## src/design/satb_pkg.sv

```systemverilog
// Package for the service and backend table: codes, sequencer states and
// the hash helper used by the bucket hash unit.
// No dependencies.
package satb_pkg;

  // Field widths fixed by the word formats.
  localparam int unsigned OpW     = 3;
  localparam int unsigned SkeyW   = 56;
  localparam int unsigned BkeyW   = 48;
  localparam int unsigned WeightW = 16;

  // Operation codes.
  localparam logic [OpW-1:0] OP_ADD_SVC  = 3'd0;
  localparam logic [OpW-1:0] OP_DEL_SVC  = 3'd1;
  localparam logic [OpW-1:0] OP_FIND_SVC = 3'd2;
  localparam logic [OpW-1:0] OP_ADD_BE   = 3'd3;
  localparam logic [OpW-1:0] OP_DEL_BE   = 3'd4;
  localparam logic [OpW-1:0] OP_FIND_BE  = 3'd5;

  // Status codes.
  localparam logic [2:0] ST_OK       = 3'd0;
  localparam logic [2:0] ST_EXISTS   = 3'd1;
  localparam logic [2:0] ST_NO_ROOM  = 3'd2;
  localparam logic [2:0] ST_NOT_FND  = 3'd3;
  localparam logic [2:0] ST_SVC_MISS = 3'd4;

  // Hash constants: the 0xdeadbeef seed plus the three-word length.
  localparam logic [31:0] JhInit = 32'hdeadbeef + 32'd12;

  typedef enum logic [3:0] {
    S_IDLE,
    S_HASH,
    S_SRD,
    S_SCMP,
    S_SDEC,
    S_BRD,
    S_BCMP,
    S_BDEC,
    S_DONE
  } state_e;

  // Handshake between the sequencer and the hash unit.
  typedef struct packed {
    logic busy;
    logic done;
  } hash_stat_t;

  function automatic logic [31:0] rotl32(input logic [31:0] x, input int unsigned k);
    logic [63:0] dbl;
    dbl = {x, x} << k;
    return dbl[63:32];
  endfunction

endpackage

```

## src/design/satb_hash.sv

```systemverilog
// Bucket hash unit: the three-word final mix, one round a cycle, then the
// remainder modulo the bucket count by reciprocal multiplication.
// Uses satb_pkg.
module satb_hash import satb_pkg::*; #(
  parameter int unsigned NUM_BUCKETS = 64
) (
  input  logic                clk_i,
  input  logic                rst_ni,
  input  logic                start_i,
  input  logic [7:0]          proto_i,
  input  logic [31:0]         addr_i,
  input  logic [15:0]         port_i,
  output hash_stat_t          stat_o,
  output logic [(NUM_BUCKETS > 1 ? $clog2(NUM_BUCKETS) : 1)-1:0] bucket_o
);

  localparam int unsigned BkW  = (NUM_BUCKETS > 1) ? $clog2(NUM_BUCKETS) : 1;
  // Quotient is (c * Recip) >> ShR, exact for every 32-bit c.
  localparam int unsigned RecL = $clog2(NUM_BUCKETS);
  localparam int unsigned ShR  = 32 + RecL;
  localparam logic [63:0] Recip = ((64'd1 << ShR) + 64'(NUM_BUCKETS) - 64'd1) /
                                  64'(NUM_BUCKETS);
  localparam logic [31:0] RecipLo = Recip[31:0];
  localparam logic        RecipHi = Recip[32];
  localparam logic [31:0] NbW     = 32'(NUM_BUCKETS);
  localparam logic [3:0] LastMix = 4'd6;
  localparam logic [3:0] MulCnt  = 4'd7;
  localparam logic [3:0] QnCnt   = 4'd8;

  logic        busy_q, busy_d, done_q, done_d;
  logic [3:0]  cnt_q, cnt_d;
  logic [31:0] a_q, b_q, c_q, a_d, b_d, c_d;
  logic [64:0] prod_q, prod_d;
  logic [31:0] qn_q, qn_d;
  logic [BkW-1:0] rem_q, rem_d;

  always_comb begin
    logic [63:0] lo_prod;
    logic [31:0] quo;
    busy_d = busy_q;
    done_d = 1'b0;
    cnt_d  = cnt_q;
    a_d = a_q;
    b_d = b_q;
    c_d = c_q;
    prod_d = prod_q;
    qn_d = qn_q;
    rem_d = rem_q;
    lo_prod = {32'd0, c_q} * {32'd0, RecipLo};
    quo = 32'(prod_q >> ShR);
    if (start_i) begin
      busy_d = 1'b1;
      cnt_d  = '0;
      a_d = {24'd0, proto_i} + JhInit + {16'd0, port_i};
      b_d = addr_i + JhInit + {16'd0, port_i};
      c_d = JhInit + {16'd0, port_i};
      rem_d = '0;
    end else if (busy_q) begin
      cnt_d = cnt_q + 4'd1;
      if (cnt_q <= LastMix) begin
        unique case (cnt_q)
          4'd0:    c_d = (c_q ^ b_q) - rotl32(b_q, 14);
          4'd1:    a_d = (a_q ^ c_q) - rotl32(c_q, 11);
          4'd2:    b_d = (b_q ^ a_q) - rotl32(a_q, 25);
          4'd3:    c_d = (c_q ^ b_q) - rotl32(b_q, 16);
          4'd4:    a_d = (a_q ^ c_q) - rotl32(c_q, 4);
          4'd5:    b_d = (b_q ^ a_q) - rotl32(a_q, 14);
          default: c_d = (c_q ^ b_q) - rotl32(b_q, 24);
        endcase
      end else begin
        unique case (cnt_q)
          MulCnt: prod_d = {1'b0, lo_prod} + (RecipHi ? {1'b0, c_q, 32'd0} : 65'd0);
          QnCnt:  qn_d = quo * NbW;
          default: begin
            rem_d  = BkW'(c_q - qn_q);
            busy_d = 1'b0;
            done_d = 1'b1;
          end
        endcase
      end
    end
  end

  always_ff @(posedge clk_i or negedge rst_ni) begin
    if (!rst_ni) begin
      busy_q <= 1'b0;
      done_q <= 1'b0;
      cnt_q  <= '0;
    end else begin
      busy_q <= busy_d;
      done_q <= done_d;
      cnt_q  <= cnt_d;
    end
  end

  always_ff @(posedge clk_i) begin
    a_q <= a_d;
    b_q <= b_d;
    c_q <= c_d;
    prod_q <= prod_d;
    qn_q <= qn_d;
    rem_q <= rem_d;
  end

  assign stat_o.busy = busy_q;
  assign stat_o.done = done_q;
  assign bucket_o    = rem_q;

endmodule
```

## config.mk

```make
export PLATFORM = sky130hd
export DESIGN_NAME = satb_hash
export DESIGN_NICKNAME = d
export VERILOG_FILES = /design/src/design/satb_pkg.sv /design/src/design/satb_hash.sv
export SDC_FILE = /design/constraint.sdc
export NUM_CORES = 1
export LEC_CHECK = 0
export BUFFER_PORTS_ARGS = -buffer_cell sky130_fd_sc_hd__buf_2
export CAP_MARGIN = 0
export CORE_MARGIN = 2
export CORE_UTILIZATION = 52
export CTS_CLUSTER_SIZE = 25
export DETAILED_ROUTE_END_ITERATION = 10
export PLACE_DENSITY_LB_ADDON = 0.1
export SETUP_SLACK_MARGIN = 0.5
export SYNTH_ARGS = -nofsm -noshare
export SYNTH_HDL_FRONTEND = slang
export SYNTH_SLANG_ARGS = --single-unit
```

## constraint.sdc

```tcl
create_clock -name clk_i -period 3.8 [get_ports clk_i]
set_input_delay 1.14 -clock clk_i [delete_from_list [all_inputs] [get_ports clk_i]]
set_output_delay 1.14 -clock clk_i [all_outputs]
set_load 0.02 [all_outputs]
```

**Word level (Yosys, flattened, before mapping)**

Cells that the tools add are included.

- Register bits after elaboration: 108
- RAM bits: 0
- Memories kept: 0
- ROM bits: 0
- Input bits: 59
- Output and inout bits: 8
- Bits in latches: 0

- Multipliers: 0
- Add/subtract/negate cells: 14
- Shift operators: 0
- Bitwise gates (word level): 5
- Muxes and demuxes: 22
- Magnitude comparators: 1
- Equal/unequal tests: 8
- Reductions and logical operators: 11
- Div/mod/pow operators: 0

Operators with widths:

| operator | number |
|---|---|
| 32-bit 2-to-1 mux | 9 |
| 32-bit subtractor | 7 |
| 32-bit case mux with 2 select lines | 2 |
| 32-bit case mux with 3 select lines | 1 |
| 32-bit bitwise XOR | 3 |
| 32-bit by 16-bit adder with 32-bit output | 2 |
| 31-bit by 17-bit adder with 32-bit output, first input constant | 1 |
| 32-bit adder, second input constant | 1 |
| 9-bit by 31-bit adder with 32-bit output, second input constant | 1 |
| 4-bit by 3-bit == test with 1-bit output, second input constant | 3 |
| 3-bit AND reduction | 4 |
| 4-bit by 2-bit == test with 1-bit output, second input constant | 2 |
| 1-bit 2-to-1 mux | 8 |
| 4-bit 2-to-1 mux | 2 |
| 3-bit nonzero test | 2 |
| 6-bit by 1-bit subtractor with 6-bit output, second input constant | 1 |
| 4-bit by 1-bit adder with 4-bit output, second input constant | 1 |
| 4-bit by 1-bit == test with 1-bit output, second input constant | 1 |
| 4-bit == test, second input constant | 1 |
| 4-bit by 3-bit <= comparator with 1-bit output, second input constant | 1 |
| 4-bit logical NOT | 1 |
| 2-bit nonzero test | 2 |
| 4-bit OR reduction | 1 |
| 2-bit by 1-bit inequality test with 1-bit output, second input constant | 1 |
| 2 further kinds | 3 |

**Longest topological paths before layout**

- Word-level depth: 6
- Gate-level depth with buffers: 19
- Depth with buffers taken out: 17

**Worst setup path before layout**

No wires, ideal clock.

- Path kind: flip-flop to flip-flop
- Start: reg cnt_q[0]
- End: reg a_q[0], enable pin
- Required time: 3,334 ps
- Slack: -344 ps
- Path buffers: 2
- Arrival: 3,679 ps
- Library setup time: 466 ps
- Period minus slack after synthesis: 4,144 ps
- Cell stages (with the launch flop): 8
- Cells stage by stage: dfrtp_1 -> inv_1 -> ha_1 -> nand3b_1 -> clkbuf_1 -> buf_1 -> a21boi_0 -> o21ai_0

- Cells in the longest elaborated chain, start to end: 3
- Elaborated cells on any way between the ends: 6
- Classes of those cells: 1 x order compare; 2 x eq/ne; 3 x reduce/logical

Ends and longest elaborated chain:

| item | line | RTL |
|---|---|---|
| start, declared | satb_hash.sv:31 | `logic [3:0] cnt_q, cnt_d;` |
| start signal, assigned | satb_hash.sv:92 | `cnt_q <= cnt_d;` |
| 4-bit by 3-bit <= comparator with 1-bit output, or another cell as far along | satb_hash.sv:60 | `if (cnt_q <= LastMix) begin` |
| 2-bit nonzero test (no source line) / 3-bit nonzero test (equally long branches) | n/a |  |
| 3-bit AND reduction (no source line) * | n/a |  |
| end signal, assigned | satb_hash.sv:97 | `a_q <= a_d;` |
| end, declared | satb_hash.sv:32 | `logic [31:0] a_q, b_q, c_q, a_d, b_d, c_d;` |

Every way passes the cells marked *; elsewhere a longest branch is shown, timed or not.
A chain may end at the register's enable or synchronous reset.

**Final worst setup path**

- Start: reg cnt_q[1]
- End: reg b_q[25], data pin

- Cells in the longest elaborated chain, start to end: 5
- Elaborated cells on any way between the ends: 6
- Classes of those cells: 2 x eq/ne; 4 x mux

Ends and longest elaborated chain:

| item | line | RTL |
|---|---|---|
| 4-bit by 3-bit == test with 1-bit output / 4-bit by 2-bit == test with 1-bit output (equally long branches) | satb_hash.sv:61 | `unique case (cnt_q)` |
| 32-bit case mux with 2 select lines * | satb_hash.sv:61 |  |
| 32-bit 2-to-1 mux * | satb_hash.sv:60 |  |
| 32-bit 2-to-1 mux * | satb_hash.sv:58 | `end else if (busy_q) begin` |
| 32-bit 2-to-1 mux * | satb_hash.sv:51 | `if (start_i) begin` |
| via b_d[25] | satb_hash.sv:32 |  |
| end signal, assigned | satb_hash.sv:98 | `b_q <= b_d;` |
| end, declared | satb_hash.sv:32 |  |

Mark *: on every way through the listed nets, which the timed path passes. The rest lies on a longest branch. The select of a mux whose other input is x is not followed.

==> results by group <==
Clock network
  • Clock transition at the registers of the reported paths: 0.08 ns
  • Clk Latency, worst-skew pair: ~0.37 ns
  • Clock root buffer: clkbuf_16
  • CTS tree: built
  • Clock Sinks: 108
  • Cts bufs inserted: 9
  • Clk buf depth: 2
  • Hold_buf cts: 0
  • Clock H-tree levels: 3

STA
  • Final setup fails: 0
  • Actual slew at the worst max-slew pin: 0.8825 ns
  • Max-slew violations: 0
  • RSZ-0062 raised after global routing: true
  • Min cycle time layout: 3.780 ns
  • Hold Slack: 0.5073 ns
  • Clk_skew: 0.01792 ns
  • Fin crit share: 0.9946
  • Final hold vios: 0
  • Slew margin rel.: 0.4108
  • Setup TNS: 0 ns
  • FMAX: 264.6 MHz

Layout
  • Area delta synth->final: 38.42%
  • Layout Nets: 2181
  • Filler cells: 1937
  • Post-Layout Cell Count: 2288
  • N_diodes: 0
  • Ratio of cells with drive above 1 in the final layout: 0.3523
  • Fin area: 19140 um^2

Worst setup path
  • Crit path kind: flip-flop to flip-flop
  • Nature of the critical path endpoint: flip-flop
  • Critical path launch point type: flip-flop
  • CP Max Fanout: 7
  • Req. time, crit path: 3.90 ns
  • CP arrival: 3.88 ns

Synth
  • Seq/Total Area, Yosys: 0.2280
  • Mapped cell area: 13830 um^2
  • Leading area contributor after synthesis: edfxtp_1
  • Async set-reset flop share out of synthesis: 0.05556
  • Synth top area share: 0.2085
  • EDFF count, synth: 96
  • Synth Instances: 1631
  • Post-synth cell types: 82
  • Mean Syn Cell Area: around 8.5 um^2
  • Yosys reg bits: roughly 110
  • Top area cells in the synthesized netlist: edfxtp_1 (21%), ha_1 (15%), xor2_1 (8.4%)
  • Synthesis warning total: 0
  • Post-Syn Nets: 1864
  • Ys flop type: edfxtp_1

Die
  • Starting Density: 0.5307
  • CORE AREA: ~26000 um^2
  • Die X: between 150 and 200 um
  • # IOs: 67
  • FP Rows: 59
  • Die area: roughly 28000 um^2
  • Die H: roughly 170 um

Routing
  • Drt first pass iters: 5
  • Final wirelength: 52.34 mm
  • Routed vias: 14170
  • 1st-iter DRT viols: 1437
  • Post-DRT Antenna Nets: 0
  • Per-cell routed wire length: 22.88 um
  • DRC viols: 0
  • Vias per inst: 6.193

Place
  • Placed cells: 2195
  • Port bufs: 66
  • Area post-placement: around 17000 um^2
  • HPWL after detailed placement: 39.48 mm
  • Gpl congestion: 1.072

GRT
  • Vias in the first global route: 13458
  • Total congestion overflow: 0
  • Largest net degree at the start of global routing: 48
  • First-pass GRT wire length: a little under 80 mm
  • GRT Util Overall: 0.3573
  • Initial antenna violation count: 0

Worst hold path
  • Hold Crit Class: flip-flop to flip-flop

Run
  • MaxCap Viol Count: 0

Run status
  • Status: completed
-- critical path, stage by stage (launching register included) --
cell and delay [ns]:
dfrtp_1 0.43, inv_2 0.10, buf_6 0.11, ha_4 0.12, nand3b_1 0.14, buf_12 0.20
mux2i_4 0.21, ha_4 0.31, buf_6 0.09, buf_6 0.10, o211ai_1 0.10, a21oi_2 0.19
o211ai_1 0.18, a21oi_2 0.27, o21ai_2 0.12, o31a_1 0.39, o31ai_2 0.23, xnor2_1 0.15
o21ai_1 0.07
-- worst paths after layout --
| path | startpoint | to | slack (ns) | cells after the start |
|---|---|---|---|---|
| worst min-delay path | bucket_o[3] | bucket_o[3] | 0.51 | 2 |
| max in group asynchronous | rst_ni | cnt_q[1] | 3.08 | 1 |
| worst max-delay path | cnt_q[1] | b_q[25] | 0.02 | 18 |
| min in group asynchronous | rst_ni | cnt_q[2] | 0.58 | 1 |
| worst max register to register | cnt_q[1] | b_q[25] | 0.02 | 18 |
| worst min register to register | bucket_o[3] | bucket_o[3] | 0.51 | 2 |
-- cells by family after synthesis --
| logic type | share of synthesized area |
|---|---|
| mux | 0.06270 |
| flops | 0.2280 |
| fa+ha+maj | 0.1601 |
| simple gates | 0.1290 |
| compound gates | 0.2294 |
| xor+xnor | 0.1393 |
| buf+inv | 0.05148 |
-- cells in the mapped netlist (all sizes together), types with 18 or more instances --
cell / instances
ha: 169
a21oi: 166
xor2: 133
inv: 126
nand2: 115
nor2: 105
o21ai: 97
edfxtp: 96
xnor2: 87
mux2i: 81
a21o: 45
clkbuf: 43
nand3: 31
a22o: 30
nand2b: 26
a211oi: 19
buf: 18
-- registers in the layout, indices dropped and copies added, names as in the netlist --
signal and cells:
a_q 32, cnt_q 4, bucket_o 6, b_q 32, busy_q 1, done_q 1
c_q 32
-- through the flow --
step                worst slack (ns)  utilization
global route                 -0.1688       0.7346
detailed placement           -0.2407       0.6350
global placement             -0.1902       0.6350
floorplan                    0.05912            -
finish                       0.02048       0.7346
CTS                          0.08244       0.6838
-- timing repair --
item / in CTS / in global routing
resized for setup: 137 / 206
gates cloned: 1 / 1
hold endpoints to repair: 0 / 0
endpoints found under the setup margin: 67 / 72
pin swaps: 100 / 130
buffers inserted: 38 / 37
-- placed cells by master, fill, tap and decap left out, types with 12 or more instances in the layout --
master and instances:
buf_2 63, xnor2_2 15, ha_2 13, nand2b_1 22, nor2b_1 13, a21oi_1 103
nand3_1 27, ha_4 39, inv_2 25, o21ai_1 31, nand4_1 12, o21ai_2 20
ha_1 117, xnor2_1 71, a22o_1 30, nand2_1 109, xor2_1 133, a21oi_4 12
edfxtp_1 96, o21ai_0 35, mux2i_1 73, nor2_1 96, buf_6 46, a21o_1 45
inv_1 100, buf_4 248, a21oi_2 51
-- layout make-up --
| cell class | instances | area [um^2] | share of cell area |
|---|---|---|---|
| Tap cell | 335 | 419.2 | 0.02190 |
| Clock inverter | 6 | 65.06 | 0.003399 |
| Timing Repair Buffer | 367 | 2915 | 0.1523 |
| Sequential cell | 108 | 3153 | 0.1647 |
| Multi-Input combinational cell | 1336 | 11880 | 0.6204 |
| Inverter | 126 | 485.5 | 0.02536 |
| Clock buffer | 10 | 229.0 | 0.01196 |
-- layer usage --
metal / track usage / wire [um]
met1: 0.4895 / 22230
met2: 0.5622 / 23160
met3: 0.04634 / 4130
met4: 0.1627 / 2819
met5: 0 / 0
Power is left out: the tool's default activity adds up to more than one toggle a clock period on the data nets, which glitch-free logic cannot reach.
